<file path="config.mk">
export PLATFORM = sky130hd
export DESIGN_NAME = heater_resistance_monitor_top
export DESIGN_NICKNAME = d
export VERILOG_FILES = /design/src/hrm_pkg.sv /design/src/hrm_ctrl.sv /design/src/hrm_datapath.sv /design/src/heater_resistance_monitor_top.sv
export SDC_FILE = /design/constraint.sdc
export NUM_CORES = 1
export LEC_CHECK = 0
export BUFFER_PORTS_ARGS = -buffer_cell sky130_fd_sc_hd__buf_2
export CAP_MARGIN = 25
export CORE_MARGIN = 8
export CORE_UTILIZATION = 40
export CTS_CLUSTER_DIAMETER = 120
export DETAILED_ROUTE_END_ITERATION = 10
export PLACE_DENSITY = 0.56
export SYNTH_ARGS = -nofsm -noshare
export SYNTH_HDL_FRONTEND = slang
export SYNTH_HIERARCHICAL = 1
export SYNTH_SLANG_ARGS = --single-unit
</file>
<file path="constraint.sdc">
create_clock -name clk -period 6.2 [get_ports clk]
set_clock_uncertainty 0.1 [all_clocks]
set_input_delay 0.31 -clock clk [delete_from_list [all_inputs] [get_ports clk]]
set_output_delay 0.31 -clock clk [all_outputs]
set_load 0.01 [all_outputs]
</file>
<file path="src/hrm_pkg.sv">
package hrm_pkg;

    // Arithmetic constants of the measurement.
    localparam logic [12:0] SUPPLY_GAIN = 13'd5;
    localparam logic [21:0] RES_FACTOR  = 22'd442;
    localparam logic [9:0]  CURRENT_MIN = 10'd10;
    localparam logic [17:0] RES_OPEN    = 18'd30001;
    localparam logic [1:0]  GROUP_LAST  = 2'd3;

    // Width of the scaled supply times the resistance factor.
    localparam int unsigned PROD_W    = 22;
    // One restoring step per dividend bit.
    localparam logic [4:0]  DIV_STEPS = 5'd22;

    // Status codes of a result word.
    localparam logic [1:0] ST_OK         = 2'd0;
    localparam logic [1:0] ST_SUPPLY_LOW = 2'd1;
    localparam logic [1:0] ST_NO_CURRENT = 2'd2;
    localparam logic [1:0] ST_SHORT      = 2'd3;

    // Configuration register indexes.
    localparam logic [1:0] CFG_SUPPLY_MIN     = 2'd0;
    localparam logic [1:0] CFG_RESISTANCE_MIN = 2'd1;

    // Commands from the controller to the datapath.
    typedef struct packed {
        logic load;
        logic scale;
        logic mul;
        logic div_step;
        logic finish;
    } hrm_cmd_t;

    // Status from the datapath to the controller.
    typedef struct packed {
        logic skip_div;
        logic slot_free;
    } hrm_sts_t;

endpackage

</file>
<file path="src/hrm_ctrl.sv">
module hrm_ctrl (
    input  logic              clk,
    input  logic              rst_n,
    input  logic              in_valid,
    output logic              in_ready,
    input  hrm_pkg::hrm_sts_t sts,
    output hrm_pkg::hrm_cmd_t cmd
);

    localparam logic [2:0] S_IDLE   = 3'd0;
    localparam logic [2:0] S_SCALE  = 3'd1;
    localparam logic [2:0] S_MUL    = 3'd2;
    localparam logic [2:0] S_DIV    = 3'd3;
    localparam logic [2:0] S_FINISH = 3'd4;

    logic [2:0] state_reg;
    logic [2:0] state_next;
    logic [4:0] cnt_reg;
    logic [4:0] cnt_next;

    assign in_ready = (state_reg == S_IDLE);

    always_comb
    begin
        state_next   = state_reg;
        cnt_next     = cnt_reg;
        cmd          = '0;
        case (state_reg)
            S_IDLE:
            begin
                if (in_valid)
                begin
                    cmd.load   = 1'b1;
                    state_next = S_SCALE;
                end
            end
            S_SCALE:
            begin
                cmd.scale  = 1'b1;
                state_next = S_MUL;
            end
            S_MUL:
            begin
                cmd.mul  = 1'b1;
                cnt_next = '0;
                if (sts.skip_div)
                begin
                    state_next = S_FINISH;
                end
                else
                begin
                    state_next = S_DIV;
                end
            end
            S_DIV:
            begin
                cmd.div_step = 1'b1;
                if (cnt_reg == hrm_pkg::DIV_STEPS - 5'd1)
                begin
                    cnt_next   = '0;
                    state_next = S_FINISH;
                end
                else
                begin
                    cnt_next = cnt_reg + 5'd1;
                end
            end
            S_FINISH:
            begin
                if (sts.slot_free)
                begin
                    cmd.finish = 1'b1;
                    state_next = S_IDLE;
                end
            end
            default:
            begin
                state_next = S_IDLE;
            end
        endcase
    end

    always_ff @(posedge clk or negedge rst_n)
    begin
        if (!rst_n)
        begin
            state_reg <= S_IDLE;
            cnt_reg   <= '0;
        end
        else
        begin
            state_reg <= state_next;
            cnt_reg   <= cnt_next;
        end
    end

    // At most one datapath command is issued in any cycle.
    assert property (@(posedge clk) disable iff (!rst_n)
        $onehot0({cmd.load, cmd.scale, cmd.mul, cmd.div_step, cmd.finish}))
        else $error("hrm_ctrl: more than one command at once");

    // The step counter never runs past the last division step.
    assert property (@(posedge clk) disable iff (!rst_n)
        (state_reg == S_DIV) |-> (cnt_reg < hrm_pkg::DIV_STEPS))
        else $error("hrm_ctrl: division step counter overrun");

    // A measurement that needs the quotient always goes through the divider.
    assert property (@(posedge clk) disable iff (!rst_n)
        (state_reg == S_MUL && !sts.skip_div) |=> (state_reg == S_DIV))
        else $error("hrm_ctrl: division skipped");

endmodule

</file>
<file path="src/hrm_datapath.sv">
module hrm_datapath (
    input  logic              clk,
    input  logic              rst_n,
    input  logic              cfg_valid,
    input  logic [1:0]        cfg_index,
    input  logic [14:0]       cfg_data,
    input  logic [9:0]        supply_sample,
    input  logic [9:0]        current_sample,
    input  logic              out_ready,
    input  hrm_pkg::hrm_cmd_t cmd,
    output hrm_pkg::hrm_sts_t sts,
    output logic              out_valid,
    output logic [1:0]        status,
    output logic [12:0]       supply_scaled,
    output logic [17:0]       resistance,
    output logic              average_updated,
    output logic [14:0]       average
);

    logic [12:0] supply_min_reg;
    logic [14:0] resistance_min_reg;

    logic [9:0]  supply_reg;
    logic [9:0]  current_reg;
    logic [12:0] scaled_reg;
    logic [21:0] quo_reg;
    logic [9:0]  rem_reg;

    logic [17:0] last_res_reg;
    logic [17:0] last_res_next;
    logic [16:0] sum_reg;
    logic [16:0] sum_next;
    logic [1:0]  count_reg;
    logic [1:0]  count_next;
    logic [14:0] avg_reg;
    logic [14:0] avg_next;

    logic        out_valid_reg;
    logic [1:0]  out_status_reg;
    logic [12:0] out_scaled_reg;
    logic [17:0] out_res_reg;
    logic        out_upd_reg;
    logic [14:0] out_avg_reg;

    logic        supply_low;
    logic        no_current;
    logic [10:0] trial;
    logic [10:0] diff;
    logic        trial_ge;
    logic [17:0] res_q;
    logic [16:0] sum_add;
    logic [1:0]  status_next;
    logic        upd_next;

    assign supply_low    = (scaled_reg < supply_min_reg);
    assign no_current    = (current_reg < hrm_pkg::CURRENT_MIN);
    assign sts.skip_div  = supply_low || no_current;
    assign sts.slot_free = !out_valid_reg || out_ready;

    // One restoring division step: the next dividend bit enters the remainder.
    assign trial    = {rem_reg, quo_reg[hrm_pkg::PROD_W-1]};
    assign diff     = trial - {1'b0, current_reg};
    assign trial_ge = (trial >= {1'b0, current_reg});

    // The quotient is below 2^18 since the current is at least ten.
    assign res_q   = quo_reg[17:0];
    assign sum_add = sum_reg + res_q[16:0];

    always_comb
    begin
        status_next   = hrm_pkg::ST_OK;
        upd_next      = 1'b0;
        last_res_next = last_res_reg;
        sum_next      = sum_reg;
        count_next    = count_reg;
        avg_next      = avg_reg;
        if (supply_low)
        begin
            status_next = hrm_pkg::ST_SUPPLY_LOW;
        end
        else if (no_current)
        begin
            status_next   = hrm_pkg::ST_NO_CURRENT;
            last_res_next = '0;
        end
        else
        begin
            last_res_next = res_q;
            if (res_q < {3'b000, resistance_min_reg})
            begin
                status_next = hrm_pkg::ST_SHORT;
            end
            else if (res_q >= hrm_pkg::RES_OPEN)
            begin
                status_next = hrm_pkg::ST_NO_CURRENT;
            end
            else if (count_reg == hrm_pkg::GROUP_LAST)
            begin
                avg_next   = sum_add[16:2];
                sum_next   = '0;
                count_next = '0;
                upd_next   = 1'b1;
            end
            else
            begin
                sum_next   = sum_add;
                count_next = count_reg + 2'd1;
            end
        end
    end

    // Configuration registers.
    always_ff @(posedge clk or negedge rst_n)
    begin
        if (!rst_n)
        begin
            supply_min_reg     <= 13'd0;
            resistance_min_reg <= 15'd1800;
        end
        else if (cfg_valid)
        begin
            if (cfg_index == hrm_pkg::CFG_SUPPLY_MIN)
            begin
                supply_min_reg <= cfg_data[12:0];
            end
            else if (cfg_index == hrm_pkg::CFG_RESISTANCE_MIN)
            begin
                resistance_min_reg <= cfg_data;
            end
        end
    end

    // Working registers of the current word.
    always_ff @(posedge clk)
    begin
        if (cmd.load)
        begin
            supply_reg  <= supply_sample;
            current_reg <= current_sample;
        end
        if (cmd.scale)
        begin
            scaled_reg <= 13'(supply_reg) * hrm_pkg::SUPPLY_GAIN;
        end
        if (cmd.mul)
        begin
            quo_reg <= 22'(scaled_reg) * hrm_pkg::RES_FACTOR;
            rem_reg <= '0;
        end
        else if (cmd.div_step)
        begin
            quo_reg <= {quo_reg[hrm_pkg::PROD_W-2:0], trial_ge};
            rem_reg <= trial_ge ? diff[9:0] : trial[9:0];
        end
    end

    // Measurement history.
    always_ff @(posedge clk or negedge rst_n)
    begin
        if (!rst_n)
        begin
            last_res_reg <= '0;
            sum_reg      <= '0;
            count_reg    <= '0;
            avg_reg      <= '0;
        end
        else if (cmd.finish)
        begin
            last_res_reg <= last_res_next;
            sum_reg      <= sum_next;
            count_reg    <= count_next;
            avg_reg      <= avg_next;
        end
    end

    // Output register.
    always_ff @(posedge clk or negedge rst_n)
    begin
        if (!rst_n)
        begin
            out_valid_reg <= 1'b0;
        end
        else if (cmd.finish)
        begin
            out_valid_reg <= 1'b1;
        end
        else if (out_ready)
        begin
            out_valid_reg <= 1'b0;
        end
    end

    always_ff @(posedge clk)
    begin
        if (cmd.finish)
        begin
            out_status_reg <= status_next;
            out_scaled_reg <= scaled_reg;
            out_res_reg    <= last_res_next;
            out_upd_reg    <= upd_next;
            out_avg_reg    <= avg_next;
        end
    end

    assign out_valid       = out_valid_reg;
    assign status          = out_status_reg;
    assign supply_scaled   = out_scaled_reg;
    assign resistance      = out_res_reg;
    assign average_updated = out_upd_reg;
    assign average         = out_avg_reg;

    // A result is never written over one that the receiver has not yet taken.
    assert property (@(posedge clk) disable iff (!rst_n)
        cmd.finish |-> (!out_valid_reg || out_ready))
        else $error("hrm_datapath: result overwritten");

    // A completed group only comes from an accepted, in-range measurement.
    assert property (@(posedge clk) disable iff (!rst_n)
        (cmd.finish && upd_next) |-> (status_next == hrm_pkg::ST_OK))
        else $error("hrm_datapath: average updated on a rejected measurement");

    // The group counter wraps to zero exactly when the average is refreshed.
    assert property (@(posedge clk) disable iff (!rst_n)
        (cmd.finish && upd_next) |=> (count_reg == 2'd0 && sum_reg == 17'd0))
        else $error("hrm_datapath: group not restarted after average");

endmodule

</file>
<file path="src/heater_resistance_monitor_top.sv">
// Heater resistance monitor.
// Input channel (in_valid/in_ready) carries one word per measurement: a raw
// supply sample and a raw heater current sample. Output channel
// (out_valid/out_ready) returns exactly one result word per input word:
// status, scaled supply, stored resistance in milliohms, a flag marking a
// completed group of four valid readings, and the latest group average.
// The configuration channel (cfg_valid/cfg_ready) writes supply_min at
// index 0 and resistance_min at index 1; it is always ready and should only
// be used while no measurement is in flight.
// A word needing the division passes from acceptance to out_valid through
// scale, multiply, 22 divider steps and finish; a word rejected for low
// supply or no current skips the divider. One word is in work at a time,
// so a new word is accepted only after the last one finishes, paced by the
// bit-serial restoring divider that yields one quotient bit a cycle.
// Reset clears the configuration to its defaults (supply_min 0,
// resistance_min 1800 milliohms) and the stored resistance, sum, group
// count and average to zero. The result sits in an output register, so a
// new word is accepted while a finished one waits; if the receiver stalls,
// the next word waits at its last step until the register is free.
module heater_resistance_monitor_top (
    input  logic        clk,
    input  logic        rst_n,
    input  logic        in_valid,
    output logic        in_ready,
    input  logic [9:0]  supply_sample,
    input  logic [9:0]  current_sample,
    output logic        out_valid,
    input  logic        out_ready,
    output logic [1:0]  status,
    output logic [12:0] supply_scaled,
    output logic [17:0] resistance,
    output logic        average_updated,
    output logic [14:0] average,
    input  logic        cfg_valid,
    output logic        cfg_ready,
    input  logic [1:0]  cfg_index,
    input  logic [14:0] cfg_data
);

    hrm_pkg::hrm_cmd_t cmd;
    hrm_pkg::hrm_sts_t sts;

    // Configuration writes are taken in any cycle.
    assign cfg_ready = 1'b1;

    // The controller sequences one word at a time through the datapath.
    hrm_ctrl u_ctrl (
        .clk      (clk),
        .rst_n    (rst_n),
        .in_valid (in_valid),
        .in_ready (in_ready),
        .sts      (sts),
        .cmd      (cmd)
    );

    // The datapath holds configuration, history, the divider and the output
    // register.
    hrm_datapath u_datapath (
        .clk             (clk),
        .rst_n           (rst_n),
        .cfg_valid       (cfg_valid),
        .cfg_index       (cfg_index),
        .cfg_data        (cfg_data),
        .supply_sample   (supply_sample),
        .current_sample  (current_sample),
        .out_ready       (out_ready),
        .cmd             (cmd),
        .sts             (sts),
        .out_valid       (out_valid),
        .status          (status),
        .supply_scaled   (supply_scaled),
        .resistance      (resistance),
        .average_updated (average_updated),
        .average         (average)
    );

endmodule
</file>
# Yosys cells after proc, flatten, opt, wreduce, memory -nomap -nowiden
# Cells that the tools add are included.
[word_totals]
output_inout_bits = 52
wordCells = 91
inputBits = 42
register_bits = 203
[classes]
n_mul = 2
n_reduce_logical = 13
n_lt_le_gt_ge = 5
bitwise_logic = 5
n_addsub = 4
n_mux = 32
eq_ne = 10
[ops]
columns = ["cell", "n"]
rows = [
  ["two-way mux 15 bit", 5],
  ["two-way mux 22 bit", 2],
  ["two-way mux 18 bit", 2],
  ["multiplier 13 x 8 -> 21 bit (second input constant)", 1],
  [">= comparator 18 x 15 -> 1 bit (second input constant)", 1],
  ["< comparator 18 x 15 -> 1 bit", 1],
  ["adder 17 bit", 1],
  ["two-way mux 17 bit", 1],
  ["case mux 3 bit (5 select lines)", 1],
  ["< comparator 13 bit", 1],
  ["multiplier 10 x 3 -> 13 bit (second input constant)", 1],
  ["two-way mux 3 bit", 4],
  [">= comparator 11 x 10 -> 1 bit", 1],
  ["< comparator 10 x 4 -> 1 bit (second input constant)", 1],
  ["two-way mux 1 bit", 10],
  ["two-way mux 10 bit", 1],
  ["case mux 5 bit (2 select lines)", 1],
  ["subtractor 10 bit", 1],
  ["two-way mux 2 bit", 4],
  ["== test 3 x 2 -> 1 bit (second input constant)", 2],
  ["AND reduction 3 bit", 2],
  ["nonzero test 2 bit", 3],
  ["adder 5 x 1 -> 5 bit (second input constant)", 1],
  ["== test 5 bit (second input constant)", 1],
  ["16 further kinds", 22],
]

# Depth between registers and ports, before layout
[logic_depth]
word_depth = 6
depth_mapped = 17
mapped_depth_nobuf = 17

# Hierarchy
# Netlist, hierarchy kept.
[by_module_without_submodules]
columns = ["module", "cells_per_inst", "seq_area_each_um2", "n_inst", "area_per_inst_um2"]
rows = [
  ["hrm_datapath", 1093, 5345.1, 1, 12209.2],
  ["hrm_ctrl", 57, 200.2, 1, 555.5],
  ["heater_resistance_monitor_top", 2, 0.0, 1, 11.3],
]

# Least setup slack after synthesis
# Ideal clock, no wire load.
[synth_timing]
path_kind = "register to register"
start = "register u_datapath.scaled_reg[7]"
end = "register u_datapath.quo_reg[15] (data pin)"
required_time_ns = 5.843
setup_slack_ns = 1.459
path_stages_with_launch = 16
arrival_time_ns = 4.384
synth_period_minus_slack_ns = 4.741
setup_ns = 0.257
path_buffers = 0
path_cell_list = "edfxtp_1 > inv_1 > fa_1 > fa_1 > inv_1 > fa_1 > inv_1 > fa_1 > inv_1 > ha_1 > or3_1 > o211a_1 > o21a_1 > o21a_1 > or3_1 > a32o_1"
[synth_between]
elab_chain_len = 2
[synth_rtl]
columns = ["item", "line", "text"]
rows = [
  ["from (decl)", "hrm_datapath.sv:25", "logic [12:0] scaled_reg;"],
  ["from (signal assigned)", "hrm_datapath.sv:143", "scaled_reg <= 13'(supply_reg) * hrm_pkg::SUPPLY_GAIN;"],
  ["multiplier 13 x 8 -> 21 bit", "hrm_datapath.sv:147", "quo_reg <= 22'(scaled_reg) * hrm_pkg::RES_FACTOR;"],
  ["two-way mux 22 bit", "hrm_datapath.sv:145", "if (cmd.mul)"],
  ["to (signal assigned)", "hrm_datapath.sv:147", ""],
  ["to (signal assigned)", "hrm_datapath.sv:152", "quo_reg <= {quo_reg[hrm_pkg::PROD_W-2:0], trial_ge};"],
  ["to (decl)", "hrm_datapath.sv:26", "logic [21:0] quo_reg;"],
]
# No other way between the ends.
# A chain may end at the register's enable or synchronous reset.

# Worst setup path in the final report
[layout_timing]
start = "register u_datapath.scaled_reg[8]"
end = "register u_datapath.quo_reg[20] (data pin)"
# Same word-level chain as after synthesis.

==> impl_metrics.yaml <==
clocking:
  cts_tree: "yes"
  cts_buffers: 25
  clock_path_buffers: 3
  cts_htree_levels: 1
  clk_latency_ns: 0.53
  cts_sinks: 203
  clkTransAtPathRegs_ns: 0.06
  clock-root-buffer: "clkbuf_16"
finish:
  post-route-cell-area_um2: 14900
  nets: 1499
  largest_register_ff_count: 22
  final_common_cell: "inv_1"
  fillCellCount: 2872
  diodes: 0
  fin_util_pct: 47.3
  final_cell_mix: "inv_1, ha_1, nand2_1, edfxtp_1, buf_2"
  final_layout_size_suffix_gt1_share_pct: 18.2
  syn_to_final_growth_pct: 16.5
run:
  drv_cap: 0
worst_setup_path:
  critPathCaptureType: "flip-flop"
  start_kind: "flip-flop"
  cp.arrival_ns: 5.18
  worst_path_max_delay_cell: "edfxtp_1"
  critPathMaxStageDelay_ns: 0.54
  path_cells: "inv_1 > fa_1 > fa_1 > inv_1 > fa_1 > inv_1 > fa_1 > inv_1 > ha_1 > or4_1 > a21oi_2 > or3b_1 > a311oi_1 > or3_1 > a31o_2"
  crit_fanout: 7
  worst-path-buf-inv: 4
  required_ns: 6.39
  critPathKind: "reg -> reg"
  path_delay_family: "adder cells"
routing:
  postRouteAntennaNets: 0
  drc: 0
  wl_um: 28300
  drt_first_pass_iters: 5
  avgViaCountPerCell: 5.03
  wl_per_cell_um: 16.6
  vias: 8579
  drt_iter0_drc: 426
synthesis:
  syn_nets: 1366
  async_reset_ff_share_pct: 43.8
  synth_flop_cell: "edfxtp_1"
  synth_xor_area_share_pct: 2.64
  muxShareOfSynthArea_pct: 6.84
  synth-simple-area-share_pct: 9.90
  synth-seq-cells: 203
  yosysWarnings: 6
  synth.distinct_cells: 76
  ys_seq_area_share_pct: 43.4
  synth-adder-area-share_pct: 19.3
  synth_edf_count: 103
  synth_compound_area_share_pct: 11.9
  syn_area_um2: 12800
  netlist_instances: 1152
  synth_top_area_share_pct: 24.2
  ys_top_cells_by_area: "edfxtp_1, dfrtp_1, ha_1"
  yosysTopAreaCell: "edfxtp_1"
  syn_avg_cell_area_um2: 11.1
  synth_top_family_by_area: "adder cells"
place:
  dpl-instance-area_um2: 13700
  portBuffers: 92
  hpwl_um: 21100
  gp_congestion: 0.834
global_routing:
  grt.overflow.total: 0
  antenna_found_initial: 0
  gr-usage-all-layers_pct: 15.1
  grt_max_degree: 70
  grt_pass1_wl_um: 47000
  grt_pass1_vias: 8971
floorplanning:
  dieWidth_um: 195
  rows: 65
  io_pins: 94
  die_h_um: 195
  start_util_pct: 40.6
  coreArea_um2: 31500
  die_area_um2: 37900
worst_hold_path:
  hold_class: "in -> reg"
sta:
  finalCriticalPeriod_ns: 5.00
  drv_slew: 0
  hold_viol: 0
  worst_slew_pin_slew_ns: 0.986
  rsz0062_at_grt: "false"
  setup_violations: 0
  fin_crit_sh_pct: 80.6
  max_slew_margin_pct: 34.0
  fmax_mhz: 200
  tns_ns: 0
outcome:
  status: "completed"
-- cell usage after synthesis, drive strengths merged (5+ instances only) --
cell type / n
o21a: 6
a21oi: 35
a211oi: 18
buf: 11
a22o: 6
inv: 155
a21o: 19
xor2: 11
nand3: 17
nor2: 37
ha: 130
o21bai: 10
dfxtp: 11
nand2: 108
o21ai: 85
mux2: 62
or3: 7
clkbuf: 23
dfrtp: 85
nor3: 12
o211ai: 5
mux2i: 7
edfxtp: 103
xnor2: 25
and3: 10
fa: 42
nand2b: 14
nor2b: 17
o31ai: 5
a31oi: 6
nand4: 5
and2: 5
-- cell type report --
| class | instances | area (um^2) | area share, % |
|---|---|---|---|
| tap | 402 | 503 | 3.38 |
| timing repair buffer | 140 | 933 | 6.27 |
| clock buffer | 35 | 683 | 4.59 |
| inverter | 155 | 582 | 3.91 |
| multi-input combinational | 760 | 6490 | 43.6 |
| clock inverter | 10 | 156 | 1.05 |
| sequential | 203 | 5550 | 37.2 |
-- stage by stage --
stage	cells	hold WS [ns]	worst slack (ns)
floorplan	1152	-0.0856	1.46
global placement	1622	0.114	1.26
detailed placement	1623	0.118	1.21
CTS	1704	0.0263	1.21
global route	1705	0.0474	0.938
finish	1705	0.0276	1.20
-- worst reg2reg max path, cell delays in order (launching register included) --
cell,delay (ns)
edfxtp_1,0.54
inv_1,0.18
fa_1,0.44
fa_1,0.49
inv_1,0.05
fa_1,0.53
inv_1,0.05
fa_1,0.52
inv_1,0.04
ha_1,0.22
or4_1,0.54
a21oi_2,0.17
or3b_1,0.21
a311oi_1,0.11
or3_1,0.32
a31o_2,0.24
-- layer usage --
metal | up-vias | wire length (um) | GRT usage, %
met5 | - | 0 | 0
met4 | 0 | 615 | 3.71
met3 | 38 | 1210 | 2.52
met2 | 142 | 13000 | 25.3
met1 | 4107 | 13500 | 20.1
li1 | 4292 | - | -
-- repair_timing --
action                                 CTS  global route
setup buffers                            0             0
endpoints found under the hold margin   68             0
resized for setup                        0             0
hold buffers                            36             0
-- final timing paths --
| path | startpoint | to | slack (ns) | cells after the start |
|---|---|---|---|---|
| min reg2reg | u_datapath/supply_reg[0]$_DFFE_PP_ | u_datapath/scaled_reg[0]$_DFFE_PP_ | 0.36 | 0 |
| max in group asynchronous | rst_n | u_datapath/avg_reg[5]$_DFFE_PN0P_ | 4.64 | 3 |
| max | u_datapath/scaled_reg[8]$_DFFE_PP_ | u_datapath/quo_reg[20]$_DFFE_PP_ | 1.20 | 15 |
| min | out_ready | u_datapath/out_valid$_DFFE_PN0P_ | 0.03 | 3 |
| max reg2reg | u_datapath/scaled_reg[8]$_DFFE_PP_ | u_datapath/quo_reg[20]$_DFFE_PP_ | 1.20 | 15 |
| min in group asynchronous | rst_n | u_datapath/resistance_min_reg[12]$_DFFE_PN0P_ | 0.12 | 2 |
-- logic make-up after synthesis --
| family | count (synthesis) |
|---|---|
| and+or+nand+nor | 251 |
| AOI/OAI and AO/OA | 230 |
| other | 1 |
| buffers and inverters | 189 |
| DFF | 203 |
| adders and majority gates | 172 |
| xor gates and xnor gates | 37 |
| muxes | 69 |
Power is not shown: default switching activity piles up to over one toggle a cycle in this logic, so the estimate is an artifact.
